$ cat config.mk
export PLATFORM = sky130hd
export DESIGN_NAME = gdr_ctrl
export DESIGN_NICKNAME = d
export VERILOG_FILES = /design/src/rtl/gdr_pkg.sv /design/src/rtl/gdr_ctrl.sv
export SDC_FILE = /design/constraint.sdc
export NUM_CORES = 1
export LEC_CHECK = 0
export ABC_AREA = 0
export BUFFER_PORTS_ARGS = -buffer_cell sky130_fd_sc_hd__buf_2
export CAP_MARGIN = 0
export CORE_MARGIN = 1.5
export CORE_UTILIZATION = 55
export DETAILED_ROUTE_END_ITERATION = 16
export GPL_TIMING_DRIVEN = 0
export PLACE_DENSITY = 0.87
export SLEW_MARGIN = 20
export SYNTH_ARGS = -nofsm -noshare
export SYNTH_HDL_FRONTEND = slang
export SYNTH_SLANG_ARGS = --single-unit
export TNS_END_PERCENT = 50
$ cat constraint.sdc
create_clock -name clk -period 6.5 [get_ports clk]
set_clock_uncertainty 0.15 [all_clocks]
set_input_delay 1.3 -clock clk [delete_from_list [all_inputs] [get_ports clk]]
set_output_delay 1.3 -clock clk [all_outputs]
set_load 0.005 [all_outputs]
$ cat src/rtl/gdr_pkg.sv
//------------------------------------------------------------------------------
// gdr_pkg
// Shared types, constants and the exp root table for the gated delta column.
//------------------------------------------------------------------------------
`default_nettype none
package gdr_pkg;
    localparam int KMAX_DEF      = 256;
    localparam int FRAC_DEF      = 16;
    localparam int KDIM_W        = 9;
    localparam int IDX_W         = 8;
    localparam int DW            = 32;
    localparam int KDIM_RESET    = 128;
    localparam logic [31:0] LOG2E_Q30 = 32'd1549082005;

    localparam logic [1:0] FUNC_LOAD = 2'd0;
    localparam logic [1:0] FUNC_STEP = 2'd1;
    localparam logic [1:0] FUNC_READ = 2'd2;

    localparam logic KIND_Y    = 1'b0;
    localparam logic KIND_READ = 1'b1;

    // datapath operations
    typedef enum logic [3:0] {
        OP_NONE,
        OP_LOAD,      // store write from load_value
        OP_RDREQ,     // issue column read
        OP_LATCH,     // latch v, beta, start exp, clear acc
        OP_EXP,       // one exp iteration
        OP_SREQ,      // issue state read for step
        OP_SDECAY,    // state * decay
        OP_SDOT,      // write back, product with key
        OP_DELTA0,    // v - kv
        OP_DELTA1,    // * beta
        OP_UREQ,      // read element i for update
        OP_UKD,       // key * delta
        OP_UADD,      // add and write back
        OP_UQ,        // state * query, accumulate
        OP_RESULT     // capture result
    } op_t;

    typedef struct packed {
        op_t              op;
        logic [IDX_W-1:0] addr;
        logic             bufwr;
    } cmd_t;

    function automatic logic [31:0] root_q30(input int j);
        case (j)
            0: root_q30 = 32'd1518500250;
            1: root_q30 = 32'd1276901416;
            2: root_q30 = 32'd1170923762;
            3: root_q30 = 32'd1121280436;
            4: root_q30 = 32'd1097253709;
            5: root_q30 = 32'd1085434106;
            6: root_q30 = 32'd1079572136;
            default: root_q30 = 32'd1076653033;
        endcase
    endfunction

    function automatic logic signed [31:0] sat32(input logic signed [65:0] v);
        if (v > 66'sh0_7FFF_FFFF)
            sat32 = 32'sh7FFF_FFFF;
        else if (v < -66'sh0_8000_0000)
            sat32 = 32'sh8000_0000;
        else
            sat32 = v[31:0];
    endfunction
endpackage
`default_nettype wire

$ cat src/rtl/gdr_ctrl.sv
//------------------------------------------------------------------------------
// gdr_ctrl
// Sequencer: decodes items, steps the datapath, drives the output register.
//------------------------------------------------------------------------------
`default_nettype none
module gdr_ctrl #(
    parameter int KMAX = gdr_pkg::KMAX_DEF
) (
    input  wire logic        clk,
    input  wire logic        rst_n,
    input  wire logic        cfg_we,
    input  wire logic [8:0]  cfg_wdata,
    input  wire logic        in_fire,
    input  wire logic [1:0]  func,
    input  wire logic [7:0]  elem_index,
    output logic             in_ready,
    output gdr_pkg::cmd_t    cmd,
    output logic             valid_n,
    input  wire logic [31:0] result,
    input  wire logic [31:0] rd_data,
    output logic             out_valid,
    input  wire logic        out_ready,
    output logic             out_kind,
    output logic [31:0]      out_value
);
    typedef enum logic [3:0] {
        S_IDLE, S_RD, S_RDOUT, S_EXP, S_SRD, S_SDEC, S_SDOT, S_D0, S_D1,
        S_URD, S_UKD, S_UADD, S_UQ, S_RES, S_OUT
    } state_t;

    state_t     state_reg;
    logic [8:0] kdim_reg;
    logic [7:0] idx_reg;
    logic [8:0] i_reg;
    logic       last_reg;
    logic [8:0] kd;
    logic [9:0] kmax9;

    assign kmax9 = 10'(KMAX > 256 ? 256 : KMAX);
    always_comb
    begin
        if (kdim_reg == 9'd0)
            kd = 9'd1;
        else if ({1'b0, kdim_reg} > kmax9)
            kd = kmax9[8:0];
        else
            kd = kdim_reg;
    end

    assign in_ready = (state_reg == S_IDLE) && !out_valid;

    always_comb
    begin
        cmd       = '{op: gdr_pkg::OP_NONE, addr: idx_reg, bufwr: 1'b0};
        valid_n   = 1'b1;
        unique case (state_reg)
            S_IDLE:
            begin
                cmd.addr = elem_index;
                if (in_fire)
                begin
                    if (func == gdr_pkg::FUNC_LOAD && 10'(elem_index) < kmax9)
                        cmd.op = gdr_pkg::OP_LOAD;
                    else if (func == gdr_pkg::FUNC_READ)
                    begin
                        cmd.op  = gdr_pkg::OP_RDREQ;
                        valid_n = 10'(elem_index) < kmax9;
                    end
                    else if (func == gdr_pkg::FUNC_STEP && 9'(elem_index) < kd)
                    begin
                        cmd.bufwr = 1'b1;
                        cmd.op = (elem_index == 8'd0) ? gdr_pkg::OP_LATCH
                                                      : gdr_pkg::OP_SREQ;
                    end
                end
            end
            S_RD:
            begin
                cmd.op  = gdr_pkg::OP_NONE;
                valid_n = 10'(idx_reg) < kmax9;
            end
            S_RDOUT: ;
            S_EXP:  cmd.op = gdr_pkg::OP_EXP;
            S_SRD:  cmd.op = gdr_pkg::OP_SREQ;
            S_SDEC: cmd.op = gdr_pkg::OP_SDECAY;
            S_SDOT: cmd.op = gdr_pkg::OP_SDOT;
            S_D0:   cmd.op = gdr_pkg::OP_DELTA0;
            S_D1:   cmd.op = gdr_pkg::OP_DELTA1;
            S_URD:  begin cmd.op = gdr_pkg::OP_UREQ; cmd.addr = i_reg[7:0]; end
            S_UKD:  begin cmd.op = gdr_pkg::OP_UKD;  cmd.addr = i_reg[7:0]; end
            S_UADD: begin cmd.op = gdr_pkg::OP_UADD; cmd.addr = i_reg[7:0]; end
            S_UQ:   begin cmd.op = gdr_pkg::OP_UQ;   cmd.addr = i_reg[7:0]; end
            S_RES:  cmd.op = gdr_pkg::OP_RESULT;
            S_OUT:  ;
            default: ;
        endcase
    end

    always_ff @(posedge clk or negedge rst_n)
    begin
        if (!rst_n)
        begin
            state_reg <= S_IDLE;
            kdim_reg  <= 9'(gdr_pkg::KDIM_RESET);
            out_valid <= 1'b0;
            idx_reg   <= '0;
            i_reg     <= '0;
            last_reg  <= 1'b0;
            out_kind  <= gdr_pkg::KIND_Y;
            out_value <= '0;
        end
        else
        begin
            if (cfg_we)
                kdim_reg <= cfg_wdata;
            if (out_valid && out_ready)
                out_valid <= 1'b0;
            unique case (state_reg)
                S_IDLE:
                    if (in_fire)
                    begin
                        idx_reg  <= elem_index;
                        last_reg <= 9'(elem_index) == kd - 9'd1;
                        if (func == gdr_pkg::FUNC_READ)
                            state_reg <= S_RD;
                        else if (func == gdr_pkg::FUNC_STEP && 9'(elem_index) < kd)
                            state_reg <= (elem_index == 8'd0) ? S_EXP : S_SDEC;
                    end
                S_RD:    state_reg <= S_RDOUT;
                S_RDOUT:
                begin
                    out_kind  <= gdr_pkg::KIND_READ;
                    out_value <= rd_data;
                    out_valid <= 1'b1;
                    state_reg <= S_IDLE;
                end
                S_EXP:
                begin
                    i_reg <= i_reg + 9'd1;
                    if (i_reg == 9'd8)
                    begin
                        i_reg     <= '0;
                        state_reg <= S_SRD;
                    end
                end
                S_SRD:  state_reg <= S_SDEC;
                S_SDEC: state_reg <= S_SDOT;
                S_SDOT:
                begin
                    i_reg     <= '0;
                    state_reg <= last_reg ? S_D0 : S_IDLE;
                end
                S_D0:   state_reg <= S_D1;
                S_D1:   state_reg <= S_URD;
                S_URD:  state_reg <= S_UKD;
                S_UKD:  state_reg <= S_UADD;
                S_UADD: state_reg <= S_UQ;
                S_UQ:
                begin
                    i_reg <= i_reg + 9'd1;
                    state_reg <= (i_reg + 9'd1 == kd) ? S_RES : S_URD;
                end
                S_RES:  state_reg <= S_OUT;
                S_OUT:
                begin
                    out_kind  <= gdr_pkg::KIND_Y;
                    out_value <= result;
                    out_valid <= 1'b1;
                    i_reg     <= '0;
                    state_reg <= S_IDLE;
                end
                default: state_reg <= S_IDLE;
            endcase
        end
    end
endmodule
`default_nettype wire

## Word-level counts from Yosys, hierarchy flattened

Index checks and enable logic that the tools add are counted.

| cells by class | value |
|---|---|
| reductions and logical operators | 17 |
| muxes and demuxes | 31 |
| order comparisons | 4 |
| $add $sub $neg | 2 |
| eq/ne operators | 22 |

Operators by type and width:

| kind | number |
|---|---|
| $pmux W32 S2 | 1 |
| $pmux W4 S13 | 1 |
| $pmux W4 S12 | 1 |
| $eq A4 B4 Y1 const B | 7 |
| $mux W4 | 7 |
| $mux W9 | 3 |
| $pmux W9 S3 | 1 |
| $lt A8 B9 Y1 const B | 2 |
| $eq A4 B3 Y1 const B | 4 |
| $pmux W8 S2 | 1 |
| $mux W3 | 4 |
| $mux W1 | 10 |
| $add A9 B1 Y9 const B | 1 |
| $eq A8 B9 Y1 | 1 |
| $eq A9 B4 Y1 const B | 1 |
| $eq A9 B9 Y1 | 1 |
| $gt A9 B9 Y1 const B | 1 |
| $logic_not A9 Y1 | 1 |
| $lt A8 B9 Y1 | 1 |
| $sub A9 B1 Y9 const B | 1 |
| $eq A4 B2 Y1 const B | 2 |
| $logic_not A8 Y1 | 1 |
| $eq A4 B1 Y1 const B | 1 |
| $logic_and A1 B1 Y1 | 4 |
| other kinds (14) | 18 |

| storage, ports and cells | value |
|---|---|
| output and inout port bits | 49 |
| logic and storage cells | 84 |
| register bits after elaboration | 65 |

## Depth between registers and ports, before layout

| depth | value |
|---|---|
| depth after elaboration | 10 |
| mapped depth | 11 |
| gate-level depth less buffers | 10 |

## Worst setup path before layout

Ideal clock, no wire load.

| path | value |
|---|---|
| kind | input-to-output |
| start | input elem_index[1] |
| end | output cmd[11] (netlist bit) |
| arrival | 2,627 ps |
| required time | 5,050 ps |
| slack | 2,423 ps |
| path buffers | 0 |
| stages | 6 |
| cells stage by stage | ha_1 > nor2b_1 > o31ai_1 > a21oi_1 > or2_2 > o41ai_1 |

RTL lines:

| what | line | text |
|---|---|---|
| start, declared | gdr_ctrl.sv:15 | `input wire logic [7:0] elem_index,` |
| end, declared | gdr_ctrl.sv:17 | `output gdr_pkg::cmd_t cmd,` |

==> out/metrics.yaml <==
antenna_left: 0
placed_cells: 682
grt_antenna_before_repair: 0
holdBufCountCts: 0
grt_pass1_vias: 4010
die_w_um: 87.80
start_kind: "flip-flop"
synth_ff_type: "dfrtp_1"
num_vias: 4143
ctsResizeCount: 0
ys_types: 52
rows: 30
area_growth_syn_to_layout_pct: 26.83
overflow: 0
slew_viol_final: 0
antennaDiodeCount: 0
post_drt_wl_per_cell_um: 16.72
io_pins: 137
gp_congestion: 0.8910
seq_area_frac_synth: 0.4116
fin_nets: 696
slew-limit-headroom: 0.4256
ys_ff_latch: 65
rsz0062_at_grt: "no"
power.density_nw_per_um2: 395.1
synth_nets: 550
reg2reg_depth: 11
synth_top_cell_by_area: "dfrtp_1"
netlist_area_sq_um: 3955
clock_path_buffers: 2
vdd_ir_drop_max_mv: 0.3406
coreArea_sq_um: 6869
grt_usage: 0.3093
post-route-util: 0.7302
cts.clk_slew.worst_paths_ns: 0.08
synth_top_area_frac: 0.4049
ys_warn_count: 0
cap_violations: 0
die_h_um: 87.80
fin_crit_sh: 0.7554
via_per_inst: 5.936
crit_required_ns: 5.05
ff2ff_setup_slack_ns: 3.06
drive_gt1_frac: 0.3056
synth_enable_flop_cells: 0
io_buffers: 134
drc_errors: 0
wl_mm: 11.67
hold_depth: 2
holdCritPathClass: "flip-flop to flip-flop"
crit_arrival_ns: 3.46
max_clock_freq_mhz: 203.7
grt_pass1_wl_mm: 18.47
cts_made_buffers: 9
p_leak_nw: 2.431
initial_utilization: 0.5758
root_buffer: "clkbuf_8"
post-cts-setup-buffers: 0
first_iter_violations: 490
worstSetupPathType: "flip-flop to output pin"
drt-pass1-iter-count: 5
setup-tns-final_ns: 0
dieArea_sq_um: 7709
dpl.hpwl_mm: 8.613
critPathMaxFanout: 9
finalSetupViolCount: 0
clock_latency_ns: 0.35
syn_area_per_cell_sq_um: 8.769
cts_tree: "done"
hold_viol: 0
synth_cells: 451
ys_async_sr_fraction: 1.000
outcome: "complete, no violations"
worst_pin_slew_ns: 0.8576
fin_area_sq_um: 5016
cts.sinks: 65
largest_reg_flops: 32
placed_cell_area_sq_um: 4768
fin_crit_ns: 4.910
yosys-top-cells-area: "dfrtp_1 (40%), nand2_1 (9.2%), a22oi_1 (7.2%)"
grt_max_degree: 39
cts_max_level: 3
crit_path_end_kind: "output pin"
stdcell_count: 698
## cells in the mapped netlist (9+ instances only)
cell / instances
nand2_1: 97
dfrtp_1: 64
a22oi_1: 38
o21ai_0: 31
nor2_1: 26
clkbuf_1: 23
mux2_2: 18
xnor2_1: 14
nor3_1: 12
ha_1: 11
inv_1: 11
a21oi_1: 9
## path summary, 6_finish.rpt
| check | start | to |
|---|---|---|
| max | kdim_reg[5]$_DFFE_PN0P_ | cmd[11] |
| min | out_value[20]$_DFFE_PN0P_ | out_value[20]$_DFFE_PN0P_ |
| max reg2reg | kdim_reg[5]$_DFFE_PN0P_ | state_reg[2]$_DFFE_PN0P_ |
| min reg2reg | out_value[20]$_DFFE_PN0P_ | out_value[20]$_DFFE_PN0P_ |
| max in group asynchronous | rst_n | i_reg[2]$_DFFE_PN0P_ |
| min in group asynchronous | rst_n | kdim_reg[0]$_DFFE_PN0P_ |
## per-stage QoR
step           worst slack (ns)  power (W)  hold slack (ns)
2_1_floorplan             2.423   0.001182           0.2997
3_3_place_gp              1.967   0.001488           0.3025
3_5_place_dp              1.963   0.001537           0.3076
4_1_cts                   1.740   0.001973           0.3258
5_1_grt                   1.476   0.002120           0.3452
6_report                  1.590   0.001982           0.3241
## cell families (layout without fill, tap and decap cells)
| logic type | Yosys count | in the layout | share of synthesized area |
|---|---|---|---|
| simple gates | 180 | 180 | 0.2142 |
| compound gates | 112 | 112 | 0.1895 |
| flops | 65 | 65 | 0.4116 |
| buf+inv | 41 | 192 | 0.04492 |
| mux | 24 | 24 | 0.06643 |
| xor+xnor | 17 | 17 | 0.03765 |
| fa+ha+maj | 11 | 11 | 0.03480 |
| other cells | 1 | 1 | 0.0009482 |
## where the power goes
part / internal (W) / switching [W] / total [W] / leakage [nW]
Clock: 0.000257 / 0.000173 / 0.000430 / 0.117
Sequential: 0.000559 / 0.0000907 / 0.000650 / 0.804
Combinational: 0.000386 / 0.000517 / 0.000903 / 1.51
## cells in the final DEF, fill, tap and decap left out, types with 2 or more instances in the layout
cell / count
o21ai_0: 31
o21a_1: 4
nor3_1: 11
buf_2: 137
nor2_1: 26
and3_1: 2
bufinv_16: 3
buf_4: 2
o31ai_1: 6
o211ai_1: 2
nand3_1: 8
a22oi_1: 38
buf_6: 2
dfrtp_1: 64
o311a_1: 2
mux2_2: 18
nand4_1: 2
nor2b_1: 8
or4_1: 5
inv_1: 11
clkbuf_8: 9
clkbuf_1: 24
nand2b_1: 8
xnor2_1: 14
nand2_1: 97
o41ai_1: 3
ha_1: 11
or2_2: 2
xor2_1: 3
a31oi_1: 6
nor4_2: 2
mux2i_1: 6
a21oi_1: 9
## area by class of cell
| cell class | count | area [sq um] |
|---|---|---|
| buffer | 30 | 136.4 |
| clock buffer | 10 | 127.6 |
| clock inverter | 6 | 115.1 |
| fill | 512 | 1853 |
| inverter | 11 | 41.29 |
| multi-input combinational | 345 | 2155 |
| sequential | 65 | 1628 |
| tap | 96 | 120.1 |
| timing repair buffer | 135 | 693.2 |
## critical path, stage by stage (launching register included)
cell and delay, ns:
dfrtp_1 0.37, clkbuf_1 0.21, nor4_2 0.51, a21oi_1 0.12
nor2_1 0.24, ha_1 0.21, nor2b_1 0.05, o31ai_1 0.39
a21oi_1 0.22, or2_2 0.34, o41ai_1 0.29, buf_2 0.17
## metal layers
metal	vias to the layer above	wire, um	global-route usage
met2	231	5863	0.5170
met5	-	0	0
met1	1967	4500	0.3907
met3	50	900	0.05467
li1	1895	-	-
met4	0	406	0.1414
Power figures use the tool's default switching activity.
